`config.mk`:
```
export PLATFORM = sky130hd
export DESIGN_NAME = modbus_frame_payload_parser_flat
export DESIGN_NICKNAME = d
export VERILOG_FILES = /design/src/sv/mbfp_pkg.sv /design/src/sv/mbfp_req_if.sv /design/src/sv/mbfp_rsp_if.sv /design/src/sv/mbfp_frame.sv /design/src/sv/modbus_frame_payload_parser.sv /design/src/flat_wrapper.sv
export VERILOG_INCLUDE_DIRS = /design/src /design/src/sv
export SDC_FILE = /design/constraint.sdc
export NUM_CORES = 1
export LEC_CHECK = 0
export BUFFER_PORTS_ARGS = -buffer_cell sky130_fd_sc_hd__buf_4
export CAP_MARGIN = 10
export CORE_ASPECT_RATIO = 0.5
export CORE_MARGIN = 1.5
export CORE_UTILIZATION = 40
export CTS_CLUSTER_DIAMETER = 50
export DETAILED_ROUTE_END_ITERATION = 10
export HOLD_SLACK_MARGIN = 0.06
export PLACE_DENSITY_LB_ADDON = 0.2
export SYNTH_ARGS = -nofsm -noshare
export SYNTH_HDL_FRONTEND = slang
export SYNTH_SLANG_ARGS = --single-unit
```
`constraint.sdc`:
```
create_clock -name clock -period 6.7 [get_ports clock]
set_input_delay 0.67 -clock clock [delete_from_list [all_inputs] [get_ports clock]]
set_output_delay 0.67 -clock clock [all_outputs]
set_load 0.02 [all_outputs]
```
`src/sv/modbus_frame_payload_parser_defines.svh`:
```
// Assertion macros used by the Modbus frame parser RTL.
`ifndef MODBUS_FRAME_PAYLOAD_PARSER_DEFINES_SVH
`define MODBUS_FRAME_PAYLOAD_PARSER_DEFINES_SVH

// Same-cycle implication, sampled on clock, off during reset.
`define MBFP_ASSERT_IMPL(label, ante, cons, msg) \
   label: assert property (@(posedge clock) disable iff (reset) (ante) |-> (cons)) \
      else $error(msg);

// Next-cycle implication, sampled on clock, off during reset.
`define MBFP_ASSERT_NEXT(label, ante, cons, msg) \
   label: assert property (@(posedge clock) disable iff (reset) (ante) |=> (cons)) \
      else $error(msg);

`endif

```
`src/sv/mbfp_pkg.sv`:
```
// Package: constants, types and helpers of the Modbus frame parser.
`default_nettype none
package mbfp_pkg;

   localparam int MAX_FRAME_BYTES = 256;
   localparam int POS_W           = $clog2(MAX_FRAME_BYTES + 1);
   localparam int MIN_FRAME_BYTES = 8;
   localparam int COILS_PER_BYTE  = 8;
   localparam int WIDE_REG_BYTES  = 4;

   localparam logic [7:0] FC_READ_COILS     = 8'h01;
   localparam logic [7:0] FC_READ_HOLDING   = 8'h03;
   localparam logic [7:0] FC_WRITE_COIL     = 8'h05;
   localparam logic [7:0] FC_WRITE_REG      = 8'h06;
   localparam logic [7:0] FC_WRITE_COILS    = 8'h0F;
   localparam logic [7:0] FC_WRITE_REGS     = 8'h10;

   localparam logic [1:0] ST_OK          = 2'd0;
   localparam logic [1:0] ST_SHORT       = 2'd1;
   localparam logic [1:0] ST_UNSUPPORTED = 2'd2;
   localparam logic [1:0] ST_TRUNCATED   = 2'd3;

   localparam logic [1:0] CSR_ROLE      = 2'd0;
   localparam logic [1:0] CSR_START     = 2'd1;
   localparam logic [1:0] CSR_REG_BYTES = 2'd2;

   typedef struct packed {
      logic        role_is_slave;
      logic [15:0] response_start_address;
      logic [2:0]  response_register_bytes;
   } mbfp_cfg_type;

   // Results caused by one accepted byte: up to eight items, then maybe a summary.
   typedef struct packed {
      logic        valid;
      logic [3:0]  count;
      logic        is_coil;
      logic [15:0] addr;
      logic [31:0] value;
      logic [7:0]  coil_bits;
      logic        summary;
      logic [1:0]  status;
      logic [7:0]  dev;
      logic [7:0]  func;
      logic [7:0]  bcount;
   } mbfp_batch_type;

   function automatic logic fc_single(input logic [7:0] f);
      return (f == FC_WRITE_COIL) || (f == FC_WRITE_REG);
   endfunction

   function automatic logic fc_supported(input logic [7:0] f, input logic slave);
      logic ok;
      if (fc_single(f)) begin
         ok = 1'b1;
      end else if (slave) begin
         ok = (f == FC_READ_COILS) || (f == FC_READ_HOLDING);
      end else begin
         ok = (f == FC_WRITE_COILS) || (f == FC_WRITE_REGS);
      end
      return ok;
   endfunction

endpackage
`default_nettype wire

```
`src/sv/mbfp_req_if.sv`:
```
// Request channel: one frame byte per item.
`default_nettype none
interface mbfp_req_if;
   logic       valid;
   logic       ready;
   logic [7:0] frame_byte;
   logic       first_of_frame;
   logic       end_of_frame;

   modport source (output valid, frame_byte, first_of_frame, end_of_frame, input ready);
   modport sink   (input valid, frame_byte, first_of_frame, end_of_frame, output ready);
endinterface
`default_nettype wire

```
`src/sv/mbfp_rsp_if.sv`:
```
// Response channel: one decoded item or frame summary per item.
`default_nettype none
interface mbfp_rsp_if;
   logic        valid;
   logic        ready;
   logic [7:0]  device_address;
   logic [7:0]  function_code;
   logic        item_valid;
   logic        item_is_coil;
   logic [15:0] item_address;
   logic [31:0] item_value;
   logic [7:0]  byte_count_field;
   logic [1:0]  frame_status;
   logic        last;

   modport source (output valid, device_address, function_code, item_valid, item_is_coil,
                   item_address, item_value, byte_count_field, frame_status, last,
                   input ready);
   modport sink   (input valid, device_address, function_code, item_valid, item_is_coil,
                   item_address, item_value, byte_count_field, frame_status, last,
                   output ready);
endinterface
`default_nettype wire

```
`src/sv/mbfp_frame.sv`:
```
// Frame state tracker: header capture, two-byte holdback and body decode per byte.
`default_nettype none
module mbfp_frame
   import mbfp_pkg::*;
(
   input  wire logic           clock,
   input  wire logic           reset,
   input  wire logic           step_en,
   input  wire logic [7:0]     frame_byte,
   input  wire logic           first_of_frame,
   input  wire logic           end_of_frame,
   input  wire mbfp_cfg_type   cfg,
   output mbfp_batch_type      batch
);

   logic [POS_W-1:0] pos_ff, pos_in;
   logic [7:0]       held0_ff, held0_in, held1_ff, held1_in;
   logic [7:0]       addr_ff, addr_in, func_ff, func_in;
   logic [15:0]      start_ff, start_in, qty_ff, qty_in;
   logic [7:0]       bcount_ff, bcount_in;
   logic [31:0]      va_ff, va_in;
   logic [1:0]       rbi_ff, rbi_in;
   logic [15:0]      emitted_ff, emitted_in;
   logic             wide_ff, wide_in;

   logic [3:0]  n_items;
   logic        is_coil;
   logic [31:0] item_value;
   logic [7:0]  coil_bits;
   logic        summary;
   logic [1:0]  status;
   logic [15:0] remaining;
   logic [2:0]  reg_count;
   logic [2:0]  reg_need;
   logic [31:0] va_shift;
   logic [18:0] qty_x4, qty_x5, byte_ext;
   logic [7:0]  body;
   logic [15:0] expected;

   always_comb begin
      pos_in     = pos_ff;
      held0_in   = held0_ff;
      held1_in   = held1_ff;
      addr_in    = addr_ff;
      func_in    = func_ff;
      start_in   = start_ff;
      qty_in     = qty_ff;
      bcount_in  = bcount_ff;
      va_in      = va_ff;
      rbi_in     = rbi_ff;
      wide_in    = wide_ff;
      n_items    = 4'd0;
      is_coil    = 1'b0;
      item_value = 32'd0;
      coil_bits  = 8'd0;
      summary    = 1'b0;
      body       = held0_ff;
      remaining  = qty_ff - emitted_ff;
      reg_count  = {1'b0, rbi_ff} + 3'd1;
      reg_need   = wide_ff ? 3'(WIDE_REG_BYTES) : 3'd2;
      va_shift   = {va_ff[23:0], held0_ff};
      qty_x4     = {1'b0, qty_ff, 2'b00};
      qty_x5     = qty_x4 + {3'b000, qty_ff};
      byte_ext   = {11'd0, held0_ff};

      if (first_of_frame) begin
         held0_in  = 8'd0;
         held1_in  = 8'd0;
         func_in   = 8'd0;
         start_in  = 16'd0;
         qty_in    = 16'd0;
         bcount_in = 8'd0;
         va_in     = 32'd0;
         rbi_in    = 2'd0;
         wide_in   = 1'b0;
         addr_in   = frame_byte;
         pos_in    = POS_W'(1);
         summary   = end_of_frame;
      end else if (pos_ff != '0) begin
         if (pos_ff < POS_W'(MAX_FRAME_BYTES)) begin
            if (pos_ff == POS_W'(1)) begin
               func_in = frame_byte;
            end else if (pos_ff >= POS_W'(4)) begin
               if (fc_supported(func_ff, cfg.role_is_slave)) begin
                  if (fc_single(func_ff)) begin
                     if (pos_ff == POS_W'(4)) begin
                        start_in = {body, 8'd0};
                     end else if (pos_ff == POS_W'(5)) begin
                        start_in = start_ff | {8'd0, body};
                     end else if (pos_ff == POS_W'(6)) begin
                        va_in = {24'd0, body};
                     end else if (pos_ff == POS_W'(7) && emitted_ff == 16'd0) begin
                        n_items    = 4'd1;
                        item_value = {16'd0, va_ff[7:0], body};
                     end
                  end else if (!cfg.role_is_slave) begin
                     if (pos_ff == POS_W'(4)) begin
                        start_in = {body, 8'd0};
                     end else if (pos_ff == POS_W'(5)) begin
                        start_in = start_ff | {8'd0, body};
                     end else if (pos_ff == POS_W'(6)) begin
                        qty_in = {body, 8'd0};
                     end else if (pos_ff == POS_W'(7)) begin
                        qty_in = qty_ff | {8'd0, body};
                     end else if (pos_ff == POS_W'(8)) begin
                        bcount_in = body;
                        // byte_count / quantity == 4  <=>  4q <= bc < 5q
                        wide_in = (qty_ff != 16'd0) && (qty_x4 <= byte_ext) &&
                                  (byte_ext < qty_x5);
                     end else if (func_ff == FC_WRITE_COILS) begin
                        is_coil = 1'b1;
                     end else begin
                        if (reg_count >= reg_need) begin
                           if (emitted_ff < qty_ff) begin
                              n_items    = 4'd1;
                              item_value = wide_ff ? va_shift : {16'd0, va_shift[15:0]};
                           end
                           va_in  = 32'd0;
                           rbi_in = 2'd0;
                        end else begin
                           va_in  = va_shift;
                           rbi_in = reg_count[1:0];
                        end
                     end
                  end else begin
                     if (pos_ff == POS_W'(4)) begin
                        bcount_in = body;
                        start_in  = cfg.response_start_address;
                        if (func_ff == FC_READ_COILS) begin
                           qty_in = {5'd0, body, 3'd0};
                        end else begin
                           wide_in = (cfg.response_register_bytes == 3'(WIDE_REG_BYTES));
                           qty_in  = wide_in ? {10'd0, body[7:2]} : {9'd0, body[7:1]};
                        end
                     end else if (func_ff == FC_READ_COILS) begin
                        is_coil = 1'b1;
                     end else begin
                        if (reg_count >= reg_need) begin
                           if (emitted_ff < qty_ff) begin
                              n_items    = 4'd1;
                              item_value = wide_ff ? va_shift : {16'd0, va_shift[15:0]};
                           end
                           va_in  = 32'd0;
                           rbi_in = 2'd0;
                        end else begin
                           va_in  = va_shift;
                           rbi_in = reg_count[1:0];
                        end
                     end
                  end
                  if (is_coil && emitted_ff < qty_ff) begin
                     coil_bits = body;
                     n_items   = (remaining > 16'(COILS_PER_BYTE)) ?
                                 4'(COILS_PER_BYTE) : remaining[3:0];
                  end
               end
               held0_in = held1_ff;
               held1_in = frame_byte;
            end else if (pos_ff == POS_W'(2)) begin
               held0_in = frame_byte;
            end else begin
               held1_in = frame_byte;
            end
            pos_in = pos_ff + POS_W'(1);
         end
         summary = end_of_frame;
      end

      emitted_in = emitted_ff + {12'd0, n_items};
      if (first_of_frame) begin
         emitted_in = 16'd0;
      end

      expected = fc_single(func_in) ? 16'd1 : qty_in;
      priority if (pos_in < POS_W'(MIN_FRAME_BYTES)) begin
         status = ST_SHORT;
      end else if (!fc_supported(func_in, cfg.role_is_slave)) begin
         status = ST_UNSUPPORTED;
      end else if (emitted_in < expected) begin
         status = ST_TRUNCATED;
      end else begin
         status = ST_OK;
      end
      if (summary) begin
         pos_in = '0;
      end
   end

   assign batch.valid     = (n_items != 4'd0) || summary;
   assign batch.count     = n_items;
   assign batch.is_coil   = is_coil;
   assign batch.addr      = start_ff + emitted_ff;
   assign batch.value     = item_value;
   assign batch.coil_bits = coil_bits;
   assign batch.summary   = summary;
   assign batch.status    = status;
   assign batch.dev       = addr_in;
   assign batch.func      = func_in;
   assign batch.bcount    = bcount_in;

   always_ff @(posedge clock) begin
      if (reset) begin
         pos_ff     <= '0;
         held0_ff   <= 8'd0;
         held1_ff   <= 8'd0;
         addr_ff    <= 8'd0;
         func_ff    <= 8'd0;
         start_ff   <= 16'd0;
         qty_ff     <= 16'd0;
         bcount_ff  <= 8'd0;
         va_ff      <= 32'd0;
         rbi_ff     <= 2'd0;
         emitted_ff <= 16'd0;
         wide_ff    <= 1'b0;
      end else if (step_en) begin
         pos_ff     <= pos_in;
         held0_ff   <= held0_in;
         held1_ff   <= held1_in;
         addr_ff    <= addr_in;
         func_ff    <= func_in;
         start_ff   <= start_in;
         qty_ff     <= qty_in;
         bcount_ff  <= bcount_in;
         va_ff      <= va_in;
         rbi_ff     <= rbi_in;
         emitted_ff <= emitted_in;
         wide_ff    <= wide_in;
      end
   end

endmodule
`default_nettype wire

```
`src/sv/modbus_frame_payload_parser.sv`:
```
// Top level of the Modbus RTU frame payload parser.
//
// req_chan takes one frame byte per item with first_of_frame on the address
// byte and end_of_frame on the last CRC byte. rsp_chan gives address/value
// items (coil bits, 16- or 32-bit registers) and one summary item with last
// set at the end of every frame. Bytes outside a frame are dropped silently.
// The csr_ port writes role, slave start address and slave register width;
// write it only while no frame results are pending.
// Results of an accepted byte pass through a result queue register, then the output register.
// Throughput: one byte per cycle while each byte yields at most one item and rsp_chan is not stalled.
// A byte that yields n items (n up to 8 coil bits, plus the summary) holds
// req_chan.ready low while the result queue register drains into the output
// register one item per cycle.
// A stalled rsp_chan holds its item; the queue register keeps accepting
// until it also fills, then req_chan.ready drops.
// Reset (synchronous) closes any open frame and empties both registers;
// the slave register width resets to 4 bytes.
`default_nettype none
`include "modbus_frame_payload_parser_defines.svh"
module modbus_frame_payload_parser
   import mbfp_pkg::*;
(
   input  wire logic        clock,
   input  wire logic        reset,
   mbfp_req_if.sink         req_chan,
   mbfp_rsp_if.source       rsp_chan,
   input  wire logic        csr_write_enable,
   input  wire logic [1:0]  csr_index,
   input  wire logic [15:0] csr_write_data
);

   mbfp_cfg_type   cfg_ff;
   mbfp_batch_type step_batch;
   mbfp_batch_type batch_ff, batch_in;
   logic           batch_valid_ff, batch_valid_in;
   logic           rsp_valid_ff, rsp_valid_in;
   logic [7:0]     rsp_dev_ff, rsp_func_ff, rsp_bcount_ff;
   logic           rsp_item_ff, rsp_coil_ff, rsp_last_ff;
   logic [15:0]    rsp_addr_ff;
   logic [31:0]    rsp_value_ff;
   logic [1:0]     rsp_status_ff;

   logic out_free, batch_move, batch_item, batch_done_now, req_fire;

   always_ff @(posedge clock) begin
      if (reset) begin
         cfg_ff.role_is_slave           <= 1'b0;
         cfg_ff.response_start_address  <= 16'd0;
         cfg_ff.response_register_bytes <= 3'(WIDE_REG_BYTES);
      end else if (csr_write_enable) begin
         if (csr_index == CSR_ROLE) begin
            cfg_ff.role_is_slave <= csr_write_data[0];
         end else if (csr_index == CSR_START) begin
            cfg_ff.response_start_address <= csr_write_data;
         end else if (csr_index == CSR_REG_BYTES) begin
            cfg_ff.response_register_bytes <= csr_write_data[2:0];
         end
      end
   end

   assign out_free       = !rsp_valid_ff || rsp_chan.ready;
   assign batch_move     = batch_valid_ff && out_free;
   assign batch_item     = (batch_ff.count != 4'd0);
   assign batch_done_now = batch_move &&
                           (!batch_item || (batch_ff.count == 4'd1 && !batch_ff.summary));
   assign req_chan.ready = !batch_valid_ff || batch_done_now;
   assign req_fire       = req_chan.valid && req_chan.ready;

   mbfp_frame u_frame (
      .clock          (clock),
      .reset          (reset),
      .step_en        (req_fire),
      .frame_byte     (req_chan.frame_byte),
      .first_of_frame (req_chan.first_of_frame),
      .end_of_frame   (req_chan.end_of_frame),
      .cfg            (cfg_ff),
      .batch          (step_batch)
   );

   always_comb begin
      batch_in       = batch_ff;
      batch_valid_in = batch_valid_ff;
      if (req_fire) begin
         batch_in       = step_batch;
         batch_valid_in = step_batch.valid;
      end else if (batch_move) begin
         batch_valid_in = !batch_done_now;
         if (batch_item) begin
            batch_in.count     = batch_ff.count - 4'd1;
            batch_in.addr      = batch_ff.addr + 16'd1;
            batch_in.coil_bits = {1'b0, batch_ff.coil_bits[7:1]};
         end
      end
      rsp_valid_in = rsp_valid_ff;
      if (batch_move) begin
         rsp_valid_in = 1'b1;
      end else if (rsp_chan.ready) begin
         rsp_valid_in = 1'b0;
      end
   end

   always_ff @(posedge clock) begin
      if (reset) begin
         batch_valid_ff <= 1'b0;
         rsp_valid_ff   <= 1'b0;
      end else begin
         batch_valid_ff <= batch_valid_in;
         rsp_valid_ff   <= rsp_valid_in;
      end
   end

   always_ff @(posedge clock) begin
      batch_ff <= batch_in;
      if (batch_move) begin
         rsp_dev_ff    <= batch_ff.dev;
         rsp_func_ff   <= batch_ff.func;
         rsp_bcount_ff <= batch_ff.bcount;
         rsp_item_ff   <= batch_item;
         rsp_coil_ff   <= batch_item && batch_ff.is_coil;
         rsp_addr_ff   <= batch_item ? batch_ff.addr : 16'd0;
         rsp_value_ff  <= !batch_item ? 32'd0 :
                          batch_ff.is_coil ? {31'd0, batch_ff.coil_bits[0]} : batch_ff.value;
         rsp_status_ff <= batch_item ? ST_OK : batch_ff.status;
         rsp_last_ff   <= !batch_item;
      end
   end

   assign rsp_chan.valid            = rsp_valid_ff;
   assign rsp_chan.device_address   = rsp_dev_ff;
   assign rsp_chan.function_code    = rsp_func_ff;
   assign rsp_chan.item_valid       = rsp_item_ff;
   assign rsp_chan.item_is_coil     = rsp_coil_ff;
   assign rsp_chan.item_address     = rsp_addr_ff;
   assign rsp_chan.item_value       = rsp_value_ff;
   assign rsp_chan.byte_count_field = rsp_bcount_ff;
   assign rsp_chan.frame_status     = rsp_status_ff;
   assign rsp_chan.last             = rsp_last_ff;

   `MBFP_ASSERT_IMPL(a_batch_count_max, batch_valid_ff,
                     batch_ff.count <= 4'(COILS_PER_BYTE),
                     "queued item count above one byte of coils")
   `MBFP_ASSERT_IMPL(a_reg_single, batch_valid_ff && !batch_ff.is_coil,
                     batch_ff.count <= 4'd1,
                     "register byte queued more than one item")
   `MBFP_ASSERT_IMPL(a_item_fields, rsp_valid_ff && rsp_item_ff,
                     rsp_status_ff == ST_OK && !rsp_last_ff,
                     "item result carries summary fields")
   `MBFP_ASSERT_NEXT(a_summary_drains, batch_move && !batch_item && !req_fire,
                     !batch_valid_ff,
                     "queue not empty after its summary left")

endmodule
`default_nettype wire

```
`src/flat_wrapper.sv`:
```
// flat-port wrapper written by rule: the top's interface ports become plain ports
module modbus_frame_payload_parser_flat import mbfp_pkg::*;
  (clock, reset, csr_write_enable, csr_index, csr_write_data, req_chan_valid, req_chan_frame_byte, req_chan_first_of_frame, req_chan_end_of_frame, req_chan_ready, rsp_chan_valid, rsp_chan_device_address, rsp_chan_function_code, rsp_chan_item_valid, rsp_chan_item_is_coil, rsp_chan_item_address, rsp_chan_item_value, rsp_chan_byte_count_field, rsp_chan_frame_status, rsp_chan_last, rsp_chan_ready);
  mbfp_req_if req_chan_i ();
  mbfp_rsp_if rsp_chan_i ();
  input  wire logic clock;
  input  wire logic reset;
  input  wire logic csr_write_enable;
  input  wire logic [1:0] csr_index;
  input  wire logic [15:0] csr_write_data;
  input wire logic [$bits(req_chan_i.valid)-1:0] req_chan_valid;
  input wire logic [$bits(req_chan_i.frame_byte)-1:0] req_chan_frame_byte;
  input wire logic [$bits(req_chan_i.first_of_frame)-1:0] req_chan_first_of_frame;
  input wire logic [$bits(req_chan_i.end_of_frame)-1:0] req_chan_end_of_frame;
  output wire logic [$bits(req_chan_i.ready)-1:0] req_chan_ready;
  output wire logic [$bits(rsp_chan_i.valid)-1:0] rsp_chan_valid;
  output wire logic [$bits(rsp_chan_i.device_address)-1:0] rsp_chan_device_address;
  output wire logic [$bits(rsp_chan_i.function_code)-1:0] rsp_chan_function_code;
  output wire logic [$bits(rsp_chan_i.item_valid)-1:0] rsp_chan_item_valid;
  output wire logic [$bits(rsp_chan_i.item_is_coil)-1:0] rsp_chan_item_is_coil;
  output wire logic [$bits(rsp_chan_i.item_address)-1:0] rsp_chan_item_address;
  output wire logic [$bits(rsp_chan_i.item_value)-1:0] rsp_chan_item_value;
  output wire logic [$bits(rsp_chan_i.byte_count_field)-1:0] rsp_chan_byte_count_field;
  output wire logic [$bits(rsp_chan_i.frame_status)-1:0] rsp_chan_frame_status;
  output wire logic [$bits(rsp_chan_i.last)-1:0] rsp_chan_last;
  input wire logic [$bits(rsp_chan_i.ready)-1:0] rsp_chan_ready;
  assign req_chan_i.valid = req_chan_valid;
  assign req_chan_i.frame_byte = req_chan_frame_byte;
  assign req_chan_i.first_of_frame = req_chan_first_of_frame;
  assign req_chan_i.end_of_frame = req_chan_end_of_frame;
  assign req_chan_ready = req_chan_i.ready;
  assign rsp_chan_valid = rsp_chan_i.valid;
  assign rsp_chan_device_address = rsp_chan_i.device_address;
  assign rsp_chan_function_code = rsp_chan_i.function_code;
  assign rsp_chan_item_valid = rsp_chan_i.item_valid;
  assign rsp_chan_item_is_coil = rsp_chan_i.item_is_coil;
  assign rsp_chan_item_address = rsp_chan_i.item_address;
  assign rsp_chan_item_value = rsp_chan_i.item_value;
  assign rsp_chan_byte_count_field = rsp_chan_i.byte_count_field;
  assign rsp_chan_frame_status = rsp_chan_i.frame_status;
  assign rsp_chan_last = rsp_chan_i.last;
  assign rsp_chan_i.ready = rsp_chan_ready;
  modbus_frame_payload_parser u_core (.clock(clock), .reset(reset), .req_chan(req_chan_i), .rsp_chan(rsp_chan_i), .csr_write_enable(csr_write_enable), .csr_index(csr_index), .csr_write_data(csr_write_data));
endmodule
```
After elaboration in Yosys (flattened, before gate mapping)
Index checks and enable logic that the tools add are counted.
{"block": "classes", "n_reduce_logical": 51, "n_addsub": 8, "mux": 208, "n_bitwise": 9, "eq_ne": 46, "magnitude_cmp": 9}
{"op": "$mux W16", "count": 33}
{"op": "$mux W24", "count": 20}
{"op": "$mux W32", "count": 13}
{"op": "$mux W8", "count": 41}
{"op": "$mux W1", "count": 60}
{"op": "$mux W4", "count": 15}
{"op": "$mux W2", "count": 19}
{"op": "$eq A9 B3 Y1 const B", "count": 4}
{"op": "$mux W9", "count": 4}
{"op": "$eq A8 B3 Y1 const B", "count": 4}
{"op": "$lt A16 B16 Y1", "count": 2}
{"op": "$or A16 B8 Y16", "count": 2}
{"op": "$ne A3 B2 Y1 const B", "count": 10}
{"op": "$reduce_and A14 Y1", "count": 2}
{"op": "$add A18 B16 Y19", "count": 1}
{"op": "$lt A8 B19 Y1", "count": 1}
{"op": "$le A18 B8 Y1", "count": 1}
{"op": "$add A16 B1 Y16 const B", "count": 1}
{"op": "$add A16 B16 Y16", "count": 1}
{"op": "$add A16 B4 Y16", "count": 1}
{"op": "$eq A8 B1 Y1 const B", "count": 2}
{"op": "$eq A8 B2 Y1 const B", "count": 2}
{"op": "$eq A8 B4 Y1 const B", "count": 2}
{"op": "$eq A8 B5 Y1 const B", "count": 2}
{"op": "42 further kinds", "count": 88}
{"block": "word_totals", "inputBits": 33, "wordCells": 368, "regBits": 311, "output_inout_bits": 79}

Depth between registers and ports, before layout
{"block": "logic_depth", "ltp_word": 28, "mapped_depth": 31, "ltp_nobuf": 31}

Modules after synthesis
From an unflattened synthesis, not the netlist that was laid out.
{"block": "unflattened", "cells_unflattened": 1801, "area_unflattened_um2": 17265.3}
{"module": "mbfp_frame", "cells_per_inst": 1393, "n_inst": 1, "area_each_um2": 10445.0, "seq_area_each_um2": 2482.4}
{"module": "modbus_frame_payload_parser", "cells_per_inst": 408, "n_inst": 1, "area_each_um2": 6820.3, "seq_area_each_um2": 5395.2}

Worst setup path before layout
No wires, ideal clock.
{"block": "synth_timing", "path_type": "input to register", "startpoint": "input port rsp_chan_ready", "endpoint": "register u_core.batch_ff[27] (netlist name), enable pin", "cell_stages": 8, "path_slack_ps": 1066, "arrival_time_ps": 5250, "n_path_buf": 3, "setup_ps": 384, "required_ps": 6316, "cell_sequence": "nor2b_1 -> o41ai_1 -> nand2_1 -> inv_1 -> clkbuf_1 -> buf_2 -> buf_1 -> a21o_1"}
{"block": "synth_between", "elab_chain_cells": 7, "word_cells_on_any_way": 8, "cone_classes": "reduce/logical: 8"}
{"element": "from (decl)", "line_no": "flat_wrapper.sv:26", "source": "input wire logic [$bits(rsp_chan_i.ready)-1:0] rsp_chan_ready;"}
{"element": "$logic_or A1 B1 Y1 (*)", "line_no": "modbus_frame_payload_parser.sv:61", "source": "assign out_free = !rsp_valid_ff || rsp_chan.ready;"}
{"element": "$logic_and A1 B1 Y1 (*)", "line_no": "modbus_frame_payload_parser.sv:62", "source": "assign batch_move = batch_valid_ff && out_free;"}
{"element": "$logic_and A1 B1 Y1 (*)", "line_no": "modbus_frame_payload_parser.sv:64", "source": "assign batch_done_now = batch_move &&"}
{"element": "$logic_or A1 B1 Y1 (*)", "line_no": "modbus_frame_payload_parser.sv:66", "source": "assign req_chan.ready = !batch_valid_ff || batch_done_now;"}
{"element": "named net req_chan_ready", "line_no": "flat_wrapper.sv:15", "source": "output wire logic [$bits(req_chan_i.ready)-1:0] req_chan_ready;"}
{"element": "$logic_and A1 B1 Y1 (*)", "line_no": "modbus_frame_payload_parser.sv:67", "source": "assign req_fire = req_chan.valid && req_chan.ready;"}
{"element": "named net u_core.req_fire", "line_no": "modbus_frame_payload_parser.sv:43", "source": "logic out_free, batch_move, batch_item, batch_done_now, req_fire;"}
{"element": "$reduce_bool A2 Y1 (no source line)"}
{"element": "$reduce_and A2 Y1 (no source line) (*)"}
{"element": "to (signal assigned)", "line_no": "modbus_frame_payload_parser.sv:113", "source": "batch_ff <= batch_in;"}
{"element": "to (decl)", "line_no": "modbus_frame_payload_parser.sv:34", "source": "mbfp_batch_type batch_ff, batch_in;"}
The timed path passes the listed nets; every way through them passes the cells marked *.
A chain may end at the register's enable or synchronous reset.

Worst setup path in the final report
{"block": "layout_timing", "startpoint": "register u_core.u_frame.qty_ff[4]", "endpoint": "register u_core.batch_ff[25] (netlist name) (data pin)"}
{"block": "layout_between", "elab_chain_cells": 23, "word_cells_on_any_way": 44, "cone_classes": "add/sub: 2; order compare: 3; mux: 37; bitwise: 1; reduce/logical: 1"}
{"element": "from (decl)", "line_no": "mbfp_frame.sv:19", "source": "logic [15:0] start_ff, start_in, qty_ff, qty_in;"}
{"element": "from (signal assigned)", "line_no": "mbfp_frame.sv:222", "source": "qty_ff <= qty_in;"}
{"element": "$lt A16 B16 Y1", "line_no": "mbfp_frame.sv:114, mbfp_frame.sv:139, mbfp_frame.sv:151"}
{"element": "$mux W1", "line_no": "mbfp_frame.sv:114, mbfp_frame.sv:139"}
{"element": "$mux W1", "line_no": "mbfp_frame.sv:113, mbfp_frame.sv:138"}
{"element": "$mux W1", "line_no": "mbfp_frame.sv:110", "source": "end else if (func_ff == FC_WRITE_COILS) begin"}
{"element": "$mux W1", "line_no": "mbfp_frame.sv:105", "source": "end else if (pos_ff == POS_W'(8)) begin"}
{"element": "$mux W1", "line_no": "mbfp_frame.sv:103", "source": "end else if (pos_ff == POS_W'(7)) begin"}
{"element": "$mux W1", "line_no": "mbfp_frame.sv:101", "source": "end else if (pos_ff == POS_W'(6)) begin"}
{"element": "$mux W1", "line_no": "mbfp_frame.sv:99", "source": "end else if (pos_ff == POS_W'(5)) begin"}
{"element": "(+8 left out)"}
{"element": "$mux W4 (*)", "line_no": "mbfp_frame.sv:79", "source": "end else if (pos_ff != '0) begin"}
{"element": "$mux W4 (*)", "line_no": "mbfp_frame.sv:66", "source": "if (first_of_frame) begin"}
{"element": "$add A16 B4 Y16 (*)", "line_no": "mbfp_frame.sv:169", "source": "emitted_in = emitted_ff + {12'd0, n_items};"}
{"element": "$mux W16 (*)", "line_no": "mbfp_frame.sv:170", "source": "if (first_of_frame) begin"}
{"element": "named net u_core.u_frame.emitted_in[10]", "line_no": "mbfp_frame.sv:23", "source": "logic [15:0] emitted_ff, emitted_in;"}
{"element": "$lt A16 B16 Y1 (*)", "line_no": "mbfp_frame.sv:179", "source": "end else if (emitted_in < expected) begin"}
{"element": "$mux W2 (*)", "line_no": "mbfp_frame.sv:179"}
{"element": "$mux W2 (*)", "line_no": "mbfp_frame.sv:177", "source": "end else if (!fc_supported(func_in, cfg.role_is_slave)) begin"}
Marks and branches as above.

==> reports/qor.json <==
{
  "critical_path": {
    "critical_path_arrival_ns": 6.60,
    "critPathCaptureType": "register",
    "r2r_setup_slack_ns": 0.48,
    "timing_worst_setup_path_type": "register to register",
    "worstPathRequired_ns": 7.08,
    "worst_r2r_startpoint": "u_core.u_frame.qty_ff[4]",
    "critical_path_peak_fanout": 8,
    "rr_endpoint": "u_core.batch_ff[25]",
    "worst-r2r-cell-count": 27,
    "worstSetupStartpointType": "register"
  },
  "synthesis": {
    "yosys-top-cells-count": "nand2_1, a21oi_1, edfxtp_1",
    "synth.distinct_cells": 80,
    "syn_avg_cell_area_sq_um": 9.30,
    "synth_adder_area_share_pct": 7.00,
    "synth_top_cells_by_area": "edfxtp_1, dfxtp_1, ha_1",
    "biggest_area_consumer_among_synthesized_cells": "edfxtp_1",
    "synth_ff_type": "edfxtp_1",
    "yosysWarningCount": 0,
    "dominant_combinational_cell_family_by_area_after_synthesis": "simple AND/OR/NAND/NOR gates",
    "synth_area_sq_um": 16800,
    "ys_async_sr_fraction_pct": 0,
    "synth-edff-count": 165,
    "fraction_of_synthesized_cell_area_in_xor_and_xnor_cells_pct": 2.92,
    "net_count_after_synthesis": 1931,
    "yosys.cell_count.top_type": "nand2_1",
    "yosysSeqAreaShare_pct": 46.9,
    "synth_largest_type_area_fraction_pct": 29.5,
    "yosys-mux-area-fraction_pct": 2.89,
    "synthSimpleGateAreaFrac_pct": 20.8,
    "synthCells": 1807,
    "synth_compound_area_share_pct": 15.6,
    "synth.ff_latch_count": 311
  },
  "power_and_ir_drop": {
    "sw_share_pct": 25.4,
    "net-switching-power_w": 0.00114,
    "irDropWorstVdd_mv": 0.131,
    "power.leakage_nw": 7.26,
    "pwr-share-comb_pct": 9.9,
    "power_frac_clock_pct": 40.9,
    "power_density_nw_per_um2": 232,
    "design_power_total_w": 0.00447,
    "internal_power_w": 0.00333,
    "power.share.sequential_pct": 49.2
  },
  "detailed_routing": {
    "drcViolationCount": 0,
    "drt-initial-drc-count": 1267,
    "wl_cell_um": 19.2,
    "vias_per_cell": 5.56,
    "finalWirelength_um": 47000,
    "drtAntennaViolNets": 0,
    "detailroute.via_count": 13700,
    "drt_first_pass_iters": 5
  },
  "global_route": {
    "grt_pass1_wl_um": 73700,
    "global_route.overflow_total": 0,
    "grt_usage_pct": 21.6,
    "first_global_vias": 12800,
    "grt_antenna_before_repair": 2,
    "grt_start_max_net_pins": 84
  },
  "final_layout": {
    "fraction_of_layout_cells_with_a_size_suffix_above_1_pct": 12.5,
    "multi_input_area_sq_um": 8330,
    "nNetsFinal": 2013,
    "syn_to_final_growth_pct": 14.7,
    "layout.area.seq_sq_um": 7880,
    "num-fill-cells": 4017,
    "antenna_cells": 0
  },
  "floorplan": {
    "core_region_area_sq_um": 40900,
    "floorplan.die.width_um": 293,
    "fp.dieArea_sq_um": 43300,
    "num_rows": 52,
    "start_util_pct": 41.1,
    "io_pins": 112,
    "dieHeight_um": 148
  },
  "placement": {
    "buffers_on_ports": 111,
    "final_gp_congestion": 0.948,
    "post_dp_hpwl_um": 33400
  },
  "clock_tree": {
    "worst_setup_hold_path_clk_slew_ns": 0.06,
    "tritoncts": "done",
    "clock-sinks": 311,
    "cts_inserted_buffers": 34,
    "cts.root.buffer_cell": "clkbuf_16",
    "insertion_delay_ns": 0.53,
    "ctsHoldBuffers": 0,
    "cts_max_path_buffers": 3,
    "htreeDepth": 2
  },
  "timing": {
    "finalSetupViolations": 0,
    "hold_violations_final": 0,
    "worst_slew_margin_rel_pct": 29.0,
    "slew_viol_final": 0,
    "rsz_0062_raised_after_global_routing": "no",
    "skew_final_ns": 0.0252,
    "timing.final.crit_share_pct": 92.8,
    "timing.setup.tns_ns": 0,
    "max_clock_freq_mhz": 161,
    "finalWorstPathRequiredPeriod_ns": 6.22,
    "transition_time_at_the_pin_with_the_least_slew_margin_ns": 1.06
  },
  "job": {
    "cap_violations": 0
  },
  "min_path": {
    "worstHoldStart": "csr_write_data[4]",
    "min_delay_worst_endpoint": "u_core.cfg_ff[7]",
    "worst_hold_path.num_cells": 3,
    "min-delay-path-class": "input pin to register"
  },
  "outcome": {
    "status": "completed"
  }
}
==> critical path, cell delays in order (launching register included) <==
cell and delay (ns):
dfxtp_1 0.54, ha_1 0.38, a21o_1 0.21, a21o_1 0.21, a211oi_2 0.31, xnor2_1 0.09
or4_1 0.56, nor4_2 0.21, a31oi_1 0.14, a21oi_1 0.29, ha_1 0.22, inv_1 0.06
fa_1 0.41, nor2b_1 0.17, o21a_1 0.14, o21ai_0 0.15, nor3_1 0.23, xnor2_1 0.15
nor2_1 0.08, ha_1 0.34, a21oi_1 0.15, nor2b_1 0.06, o21ai_0 0.15, nand2b_1 0.07
a211oi_1 0.23, o21ai_0 0.12, a41o_1 0.25, a21boi_1 0.14
==> layout by cell type (no fill, tap or decap), types with 31 or more instances in the layout <==
| cell | netlist | layout |
|---|---|---|
| nand2_1 | 241 | 240 |
| a21oi_1 | 189 | 189 |
| edfxtp_1 | 165 | 165 |
| nor2_1 | 148 | 148 |
| dfxtp_1 | 146 | 145 |
| buf_4 | 5 | 142 |
| ha_1 | 86 | 86 |
| inv_1 | 68 | 67 |
| o21ai_0 | 67 | 66 |
| and2_1 | 60 | 60 |
| nor3_1 | 56 | 56 |
| nand3_1 | 39 | 39 |
| xnor2_1 | 37 | 37 |
| clkbuf_16 | 0 | 35 |
| mux2i_1 | 34 | 34 |
| nor2b_1 | 32 | 31 |
==> worst max path at each step <==
stage / from / end / slack (ns) / cells past startpoint
after floorplan: rsp_chan_ready / u_core.batch_ff[27] / 1.07 / 8
after global placement: u_core.u_frame.emitted_ff[9] / u_core.batch_ff[25] / 0.60 / 28
after detailed placement: u_core.u_frame.qty_ff[0] / u_core.batch_ff[25] / 0.49 / 30
after CTS: u_core.u_frame.qty_ff[0] / u_core.batch_ff[25] / 0.43 / 30
after global routing: u_core.u_frame.qty_ff[0] / u_core.batch_ff[25] / 0.02 / 30
final: u_core.u_frame.qty_ff[4] / u_core.batch_ff[25] / 0.48 / 27
==> layer usage <==
metal  GRT usage [%]  vias up  share of wire, %
met4            5.26        2               1.8
met5               0        -             0.028
met2            32.4      439                43
met1            32.1     6485                49
li1                -     6651                 -
met3            3.77       73               6.7
==> power groups by stage <==
| stage | sequential (W) | combinational, W | clock (W) |
|---|---|---|---|
| floorplan | 0.00227 | 0.000238 | 0 |
| global placement | 0.00224 | 0.000441 | 0 |
| detailed placement | 0.00224 | 0.000445 | 0 |
| CTS | 0.00220 | 0.000446 | 0.00188 |
| global route | 0.00221 | 0.000484 | 0.00196 |
| finish | 0.00220 | 0.000442 | 0.00183 |
==> cell families after synthesis <==
| group | after synthesis |
|---|---|
| adder cells (fa/ha/maj) | 91 |
| XOR/XNOR | 56 |
| AO/OA/AOI/OAI | 427 |
| buffers and inverters | 165 |
| AND/OR/NAND/NOR | 710 |
| multiplexers | 47 |
| flip-flops | 311 |
==> flip-flops by register name, summed over array words and instances, names as in the netlist, 9 cells and up <==
signal and count:
u_core.rsp_chan.item_value 32, u_core.u_frame.qty_ff 16, u_core.u_frame.va_ff 24, u_core.u_frame.start_ff 16, u_core.u_frame.emitted_ff 16, u_core.u_frame.pos_ff 9, u_core.batch_ff 88, u_core.rsp_chan.item_address 16
u_core.cfg_ff 20
==> timing repair <==
action,4_1_cts,5_1_grt
endpoints found under the setup margin,0,2
buffers inserted,0,0
endpoints found under the hold margin,0,0
gates resized for setup,0,7
==> area by class of cell <==
type | count | share of cell area, %
Clock inverter | 12 | 0.629
Clock buffer | 49 | 4.92
Timing Repair Buffer | 143 | 5.59
Sequential cell | 311 | 40.9
Tap cell | 540 | 3.50
Inverter | 68 | 1.34
Multi-Input combinational cell | 1331 | 43.2
==> stage by stage <==
stage               instance area (sq um)  utilization (%)  setup WS, ns  std cells  hold slack [ns]
global route                        19300             47.1        0.0162       2454            0.387
floorplan                           16800                -          1.07       1807            0.400
CTS                                 19300             47.0         0.426       2453            0.365
global placement                    18200             44.4         0.596       2392            0.403
finish                              19300             47.1         0.479       2454            0.383
detailed placement                  18200             44.4         0.488       2392            0.406
No activity file was read; power rests on OpenSTA's default activity.
